## src/rtl/ftlb_pkg.sv

```systemverilog
// Package for the FIFO-replacement TLB: field widths, bit positions and the
// request codes. No dependencies.
`default_nettype none

package ftlb_pkg;

    localparam int ADDR_W   = 32;
    localparam int PAGE_W   = 20;
    localparam int PAGE_LSB = 12;
    localparam int FRAME_W  = 20;
    localparam int TOTAL_W  = 32;
    localparam int OCC_W    = 4;

    // Stored entry: page tag in the low bits, frame above it.
    localparam int ENTRY_W  = PAGE_W + FRAME_W;

    // Slave tdata: virt_addr, frame_in, zero pad to 56 bits.
    localparam int S_DATA_W = 56;
    // Master tdata: frame_out, hit_count, lookup_count, occupancy (88 bits).
    localparam int M_DATA_W = FRAME_W + TOTAL_W + TOTAL_W + OCC_W;

    localparam logic REQ_LOOKUP = 1'b0;
    localparam logic REQ_INSERT = 1'b1;

    typedef logic [PAGE_W-1:0]  t_page;
    typedef logic [FRAME_W-1:0] t_frame;
    typedef logic [TOTAL_W-1:0] t_total;

endpackage

`default_nettype wire

```

## src/rtl/ftlb_ram.sv

```systemverilog
// Generic single-write, single-read RAM with registered read data.
// No dependencies.
`default_nettype none

module ftlb_ram #(
    parameter int WIDTH = 40,
    parameter int DEPTH = 8,
    localparam int AW   = $clog2(DEPTH)
) (
    input  wire logic             i_clk,
    input  wire logic             i_wr_en,
    input  wire logic [AW-1:0]    i_wr_addr,
    input  wire logic [WIDTH-1:0] i_wr_data,
    input  wire logic [AW-1:0]    i_rd_addr,
    output logic      [WIDTH-1:0] o_rd_data
);

    logic [WIDTH-1:0] r_mem [DEPTH];

    always_ff @(posedge i_clk) begin
        if (i_wr_en) begin
            r_mem[i_wr_addr] <= i_wr_data;
        end
        o_rd_data <= r_mem[i_rd_addr];
    end

endmodule

`default_nettype wire

```

## src/rtl/fifo_tlb_lookup_insert.sv

```systemverilog
// Fully associative TLB with FIFO replacement, entries kept in a ring buffer RAM.
// An insert's result is valid in the cycle after its transfer. A lookup scans one entry per
// cycle, oldest first, and reports the oldest matching entry, or a miss once every entry is read.
// One item at a time: the next transfer is taken in the cycle its result transfers,
// so a held result stalls the input. Reset (i_rst_n low, synchronous) empties the table
// and clears both counters. Depends on ftlb_pkg and ftlb_ram.
`default_nettype none

module fifo_tlb_lookup_insert #(
    parameter int ENTRIES = 8
) (
    input  wire logic                           i_clk,
    input  wire logic                           i_rst_n,
    input  wire logic                           i_s_tvalid,
    output logic                                o_s_tready,
    // [31:0] virt_addr, [51:32] frame_in, [55:52] zero
    input  wire logic [ftlb_pkg::S_DATA_W-1:0]  i_s_tdata,
    // [0] req_type
    input  wire logic                           i_s_tuser,
    output logic                                o_m_tvalid,
    input  wire logic                           i_m_tready,
    // [19:0] frame_out, [51:20] hit_count, [83:52] lookup_count, [87:84] occupancy
    output logic      [ftlb_pkg::M_DATA_W-1:0]  o_m_tdata,
    // [0] hit
    output logic                                o_m_tuser
);

    localparam int PTR_W = $clog2(ENTRIES);
    localparam int CNT_W = $clog2(ENTRIES + 1);

    localparam logic ST_IDLE = 1'b0;
    localparam logic ST_SCAN = 1'b1;

    function automatic logic [PTR_W-1:0] wrap_inc(input logic [PTR_W-1:0] p);
        wrap_inc = (p == PTR_W'(ENTRIES - 1)) ? '0 : p + 1'b1;
    endfunction

    logic                  r_state, n_state;
    logic [PTR_W-1:0]      r_head, n_head;
    logic [PTR_W-1:0]      r_tail, n_tail;
    logic [PTR_W-1:0]      r_ptr, n_ptr;
    logic [CNT_W-1:0]      r_count, n_count;
    logic [CNT_W-1:0]      r_left, n_left;
    ftlb_pkg::t_total      r_hit_total, n_hit_total;
    ftlb_pkg::t_total      r_lookup_total, n_lookup_total;
    ftlb_pkg::t_page       r_page, n_page;
    logic                  r_m_valid, n_m_valid;
    logic                  r_m_hit, n_m_hit;
    ftlb_pkg::t_frame      r_m_frame, n_m_frame;

    logic                             s_accept;
    ftlb_pkg::t_page                  in_page;
    ftlb_pkg::t_frame                 in_frame;
    logic                             wr_en;
    logic [PTR_W-1:0]                 rd_addr;
    logic [ftlb_pkg::ENTRY_W-1:0]     rd_data;
    logic                             tag_match;

    assign o_s_tready = (r_state == ST_IDLE) && (!r_m_valid || i_m_tready);
    assign s_accept   = i_s_tvalid && o_s_tready;
    assign in_page    = i_s_tdata[ftlb_pkg::ADDR_W-1:ftlb_pkg::PAGE_LSB];
    assign in_frame   = i_s_tdata[ftlb_pkg::ADDR_W +: ftlb_pkg::FRAME_W];
    assign wr_en      = s_accept && (i_s_tuser == ftlb_pkg::REQ_INSERT);
    assign rd_addr    = (r_state == ST_IDLE) ? r_head : r_ptr;
    assign tag_match  = (rd_data[ftlb_pkg::PAGE_W-1:0] == r_page);

    ftlb_ram #(
        .WIDTH (ftlb_pkg::ENTRY_W),
        .DEPTH (ENTRIES)
    ) u_ram (
        .i_clk     (i_clk),
        .i_wr_en   (wr_en),
        .i_wr_addr (r_tail),
        .i_wr_data ({in_frame, in_page}),
        .i_rd_addr (rd_addr),
        .o_rd_data (rd_data)
    );

    always_comb begin
        n_state        = r_state;
        n_head         = r_head;
        n_tail         = r_tail;
        n_ptr          = r_ptr;
        n_count        = r_count;
        n_left         = r_left;
        n_hit_total    = r_hit_total;
        n_lookup_total = r_lookup_total;
        n_page         = r_page;
        n_m_valid      = r_m_valid && !i_m_tready;
        n_m_hit        = r_m_hit;
        n_m_frame      = r_m_frame;

        unique case (r_state)
            ST_IDLE: begin
                if (s_accept) begin
                    if (i_s_tuser == ftlb_pkg::REQ_INSERT) begin
                        n_tail = wrap_inc(r_tail);
                        if (r_count == CNT_W'(ENTRIES)) begin
                            n_head = wrap_inc(r_head);
                        end else begin
                            n_count = r_count + 1'b1;
                        end
                        n_m_valid = 1'b1;
                        n_m_hit   = 1'b0;
                        n_m_frame = '0;
                    end else begin
                        n_lookup_total = r_lookup_total + 1'b1;
                        n_page         = in_page;
                        if (r_count == '0) begin
                            n_m_valid = 1'b1;
                            n_m_hit   = 1'b0;
                            n_m_frame = '0;
                        end else begin
                            n_ptr   = wrap_inc(r_head);
                            n_left  = r_count - 1'b1;
                            n_state = ST_SCAN;
                        end
                    end
                end
            end
            ST_SCAN: begin
                if (tag_match) begin
                    n_hit_total = r_hit_total + 1'b1;
                    n_m_valid   = 1'b1;
                    n_m_hit     = 1'b1;
                    n_m_frame   = rd_data[ftlb_pkg::ENTRY_W-1:ftlb_pkg::PAGE_W];
                    n_state     = ST_IDLE;
                end else if (r_left == '0) begin
                    n_m_valid = 1'b1;
                    n_m_hit   = 1'b0;
                    n_m_frame = '0;
                    n_state   = ST_IDLE;
                end else begin
                    n_ptr  = wrap_inc(r_ptr);
                    n_left = r_left - 1'b1;
                end
            end
            default: begin
                n_state = ST_IDLE;
            end
        endcase
    end

    always_ff @(posedge i_clk) begin
        if (!i_rst_n) begin
            r_state        <= ST_IDLE;
            r_head         <= '0;
            r_tail         <= '0;
            r_count        <= '0;
            r_hit_total    <= '0;
            r_lookup_total <= '0;
            r_m_valid      <= 1'b0;
        end else begin
            r_state        <= n_state;
            r_head         <= n_head;
            r_tail         <= n_tail;
            r_count        <= n_count;
            r_hit_total    <= n_hit_total;
            r_lookup_total <= n_lookup_total;
            r_m_valid      <= n_m_valid;
        end
    end

    always_ff @(posedge i_clk) begin
        r_ptr     <= n_ptr;
        r_left    <= n_left;
        r_page    <= n_page;
        r_m_hit   <= n_m_hit;
        r_m_frame <= n_m_frame;
    end

    assign o_m_tvalid = r_m_valid;
    assign o_m_tuser  = r_m_hit;
    assign o_m_tdata  = {ftlb_pkg::OCC_W'(r_count), r_lookup_total, r_hit_total, r_m_frame};

endmodule

`default_nettype wire

```

## config.mk

```make
export PLATFORM = sky130hd
export DESIGN_NAME = fifo_tlb_lookup_insert
export DESIGN_NICKNAME = d
export VERILOG_FILES = /design/src/rtl/ftlb_pkg.sv /design/src/rtl/ftlb_ram.sv /design/src/rtl/fifo_tlb_lookup_insert.sv
export SDC_FILE = /design/constraint.sdc
export NUM_CORES = 1
export LEC_CHECK = 0
export BUFFER_PORTS_ARGS = -buffer_cell sky130_fd_sc_hd__buf_2
export CAP_MARGIN = 10
export CORE_ASPECT_RATIO = 0.8
export CORE_MARGIN = 2
export CORE_UTILIZATION = 46
export DETAILED_ROUTE_END_ITERATION = 8
export MAX_ROUTING_LAYER = met4
export PLACE_DENSITY = 0.73
export REMOVE_ABC_BUFFERS = 1
export SLEW_MARGIN = 5
export SYNTH_ARGS = -nofsm -noshare
export SYNTH_HDL_FRONTEND = slang
export SYNTH_HIERARCHICAL = 1
export SYNTH_SLANG_ARGS = --single-unit
```

## constraint.sdc

```tcl
create_clock -name i_clk -period 6.4 [get_ports i_clk]
set_input_delay 1.6 -clock i_clk [delete_from_list [all_inputs] [get_ports i_clk]]
set_output_delay 1.6 -clock i_clk [all_outputs]
set_load 0.03 [all_outputs]
```

==> run summary <==
The run finished with clean final reports. The highest net fanout along the worst path is 52. The share of total power dissipated in the clock network is 0.425. The pin slew with the least headroom to its limit came out at 1.17 ns. Power spread over the standard cell area amounts to 296 mW/mm^2. In this run the cell area measured after placement is 0.0202 mm^2. The part of the total power dissipated in combinational logic is 0.037. The all-layer global routing usage is 0.176. The number of placed instances with taps included is 1,720.

The total overflow reported by the global router came out at 0. The min-delay analysis places its worst path in the category reg -> reg. Clock tree synthesis selected as its root buffer the cell clkbuf_16. The total iterations of the first detailed-routing run is 4. The count of max-cap constraint violations came out at 0. Dividing the synthesized area by the synthesized cell count gives 17.6 um^2.

The clock skew came out at 0.0508 ns. The cell count after synthesis is 1,073. Relative to the synthesized area, the layout overhead comes to 15.2%.

Setup total negative slack on the finished layout was measured at 0 ns. Among all flip-flop cells after synthesis, the most frequent one is edfxtp_1. For this run, the post-layout net count is 1,297.

In this run the cell area of the synthesized design comes to 0.0189 mm^2. The quantity of I/O buffers inserted on ports is 135. In the final layout, the share of cells above drive strength 1 is 0.227. The initial antenna violation count is 2. The required time reported for the critical path endpoint came out at 6.61 ns. The clock tree from TritonCTS is yes. The post-synthesis sequential area ratio came out at 0.708. The clock period could shrink to 4.24 ns. The area of the core is 0.0405 mm^2. The routed layout has 9,991 vias. The overall die area is 0.0427 mm^2. The area of all placed cells without fillers is 0.0217 mm^2. The number of pins exceeding their max-slew limit in the final report came to 0. The width of the chip came out at 230 um. The critical path class is reg -> reg. The placer's final routability congestion estimate is 0.775. The worst vdd rail ir drop came out at 0.000244 V.

The half-perimeter wire length after detailed placement came out at 20.1 mm. The top-level port count came out at 152. The pin count of the biggest net entering global routing is 81.

The mean number of vias per cell came out at 5.53. Counting instances, the worst hold path has a depth of 2. The number of placement rows is 66. In the routed design, unresolved DRC markers number 0. The kind of end point of the critical path is a register.

The effective utilization at floorplan came out at 0.466. STA classifies the critical path startpoint as a register. Dividing the detail-routed wire length by the instance count gives 19.9 um. The internal power consumption is 5.10 mW. The number of global-route vias before repair was 9,668. The clock transition at the register clock pins on the worst setup and hold paths after CTS came out at 0.06 ns. The largest buffer count on any clock path came out at 3.

The final-report hold violation count came to 0. Setup repair after global routing left no endpoint under its margin. At the end of the flow the core is filled with cells to 0.536. STA puts the critical path data arrival time at 4.45 ns.

The share of async-settable or async-resettable flops after synthesis is 0. The proportion of power drawn by flip-flops and latches came out at 0.538. The antenna violation net count after detailed routing is 0. The H-tree depth is 2. Summed over all nets, the switching power comes to 1.35 mW. The wire length of the first global-routing pass came out at 55.5 mm.

The final cycle utilization of the critical path came out at 0.663. Clock tree synthesis inserted a total of 47 buffers. The first routing iteration left 702 violations.

The number of standard cells in the layout, taps in and fillers out is 1,808. In the layout the commonest cells are edfxtp_1 (368), buf_2 (135), dfxtp_1 (116), mux4_1 (80), clkbuf_16 (47). Counting flops with a built-in enable in the synthesized netlist gives 368. The most common cell after layout, fill and taps aside is edfxtp_1. In this run the tightest slew margin relative to its limit is 0.219. The switching share of total power came out at 0.209. The number of setup violations in the final report came out at 0. The count of hold buffers inserted by post-cts repair came out at 0. The total clock sinks is 484. The analysis attributes to cell leakage a power of 7.40 nW. The overall die height came out at 185 um. The later-pin clock latency in the skew report came out at 0.61 ns.

The number of warning messages in the yosys log came out at 6. After synthesis the netlist holds a flip-flop and latch count of 484. The routed wire length came out at 36.0 mm. Once the clock tree was built, the setup fixing pass inserted 0 buffers.

In this run, distinct cell masters in the synthesized netlist total 44. The number of gates resized after cts came out at 0. Static timing analysis puts the maximum clock frequency at 236 MHz. The number of cells on the worst reg-to-reg path is 6.
==> layer usage <==
layer  wire length [um]  track usage  vias to the layer above  share of wire
li1                   -            -                     4630              -
met1              16000        0.233                     5062           0.44
met2              17500        0.281                      250           0.49
met3               1920       0.0328                       49          0.053
met4                603       0.0480                        0          0.017
met5                  0            -                        -              0
==> worst max-delay path, cell delays in order (launching register included) <==
cell	delay [ns]
edfxtp_1	0.38
xor2_1	0.18
nor4_1	0.90
nand3_2	1.02
o21ai_0	0.82
o2bb2ai_2	0.15
buf_4	0.38
==> metrics by stage <==
| step | setup WS [ns] | power, mW | hold slack, ns |
|---|---|---|---|
| 5_1_grt | 1.90 | 6.66 | 0.481 |
| 2_1_floorplan | 0.948 | 3.67 | 0.462 |
| 6_report | 2.16 | 6.44 | 0.462 |
| 4_1_cts | 2.20 | 6.51 | 0.465 |
| 3_3_place_gp | 2.03 | 3.76 | 0.460 |
| 3_5_place_dp | 2.02 | 3.77 | 0.460 |
==> cells by family after synthesis <==
family | Yosys count | synth area share
adder cells (fa/ha/maj) | 11 | 0.00729
buffers and inverters | 62 | 0.0160
AO/OA/AOI/OAI | 78 | 0.0255
XOR/XNOR | 46 | 0.0213
flip-flops | 484 | 0.708
AND/OR/NAND/NOR | 249 | 0.0736
multiplexers | 143 | 0.148
==> flip-flops by register name, indices dropped and copies added (netlist names) <==
name             cells
r_head               3
u_ram/r_mem        320
r_m_frame           20
o_m_tuser            1
u_ram/o_rd_data     40
r_lookup_total      32
r_ptr                3
r_tail               3
r_hit_total         32
r_left               4
o_m_tvalid           1
r_state              1
r_page              20
r_count              4
==> cell type report <==
class	instances	area, um^2
sequential	484	13400
clock buffer	67	1310
fill	3136	18800
clock inverter	19	234
inverter	14	52.6
tap	544	681
timing repair buffer	151	796
multi-input combinational	527	5300
antenna	2	5.00
==> worst paths after layout <==
| check | startpoint | to | slack (ns) |
|---|---|---|---|
| min | r_lookup_total[31]$_SDFFE_PN0P_ | r_lookup_total[31]$_SDFFE_PN0P_ | 0.46 |
| min reg2reg | r_lookup_total[31]$_SDFFE_PN0P_ | r_lookup_total[31]$_SDFFE_PN0P_ | 0.46 |
| max reg2reg | r_page[12]$_DFFE_PP_ | r_m_frame[17]$_SDFFCE_PN0P_ | 2.16 |
| max | r_page[12]$_DFFE_PP_ | r_m_frame[17]$_SDFFCE_PN0P_ | 2.16 |
==> Yosys cell counts, types with 2 or more instances <==
| cell type | number | area (um^2) |
|---|---|---|
| edfxtp_1 | 368 | 11100 |
| dfxtp_1 | 116 | 2320 |
| mux4_1 | 80 | 2100 |
| nor2_1 | 49 | 184 |
| mux2_2 | 44 | 495 |
| nand2_1 | 41 | 154 |
| xor2_1 | 38 | 333 |
| clkbuf_1 | 36 | 135 |
| a21oi_1 | 35 | 175 |
| nand4_1 | 30 | 188 |
| and2_1 | 24 | 150 |
| o31ai_1 | 24 | 180 |
| or4_1 | 24 | 180 |
| nand3_1 | 21 | 105 |
| mux2i_1 | 19 | 190 |
| nand2b_1 | 14 | 87.6 |
| inv_1 | 13 | 48.8 |
| ha_1 | 11 | 138 |
| nor4_1 | 11 | 68.8 |
| o21ai_0 | 10 | 50.1 |
| buf_6 | 9 | 101 |
| nor3_1 | 8 | 40.0 |
| xnor2_1 | 8 | 70.1 |
| and3_1 | 6 | 37.5 |
| or3_1 | 6 | 37.5 |
| and4_1 | 4 | 35.0 |
| buf_2 | 2 | 10.0 |
| nand4b_1 | 2 | 17.5 |
| nor3b_1 | 2 | 15.0 |
| nor4_4 | 2 | 42.5 |
| o2bb2ai_1 | 2 | 17.5 |
| o41ai_1 | 2 | 17.5 |
==> power groups by stage <==
| stage | clock network [mW] | logic (mW) | registers (mW) |
|---|---|---|---|
| floorplan | 0 | 0.119 | 3.55 |
| global placement | 0 | 0.235 | 3.53 |
| detailed placement | 0 | 0.241 | 3.53 |
| CTS | 2.81 | 0.243 | 3.47 |
| global route | 2.93 | 0.261 | 3.47 |
| finish | 2.74 | 0.239 | 3.46 |
(Power assumes the default switching activity.)
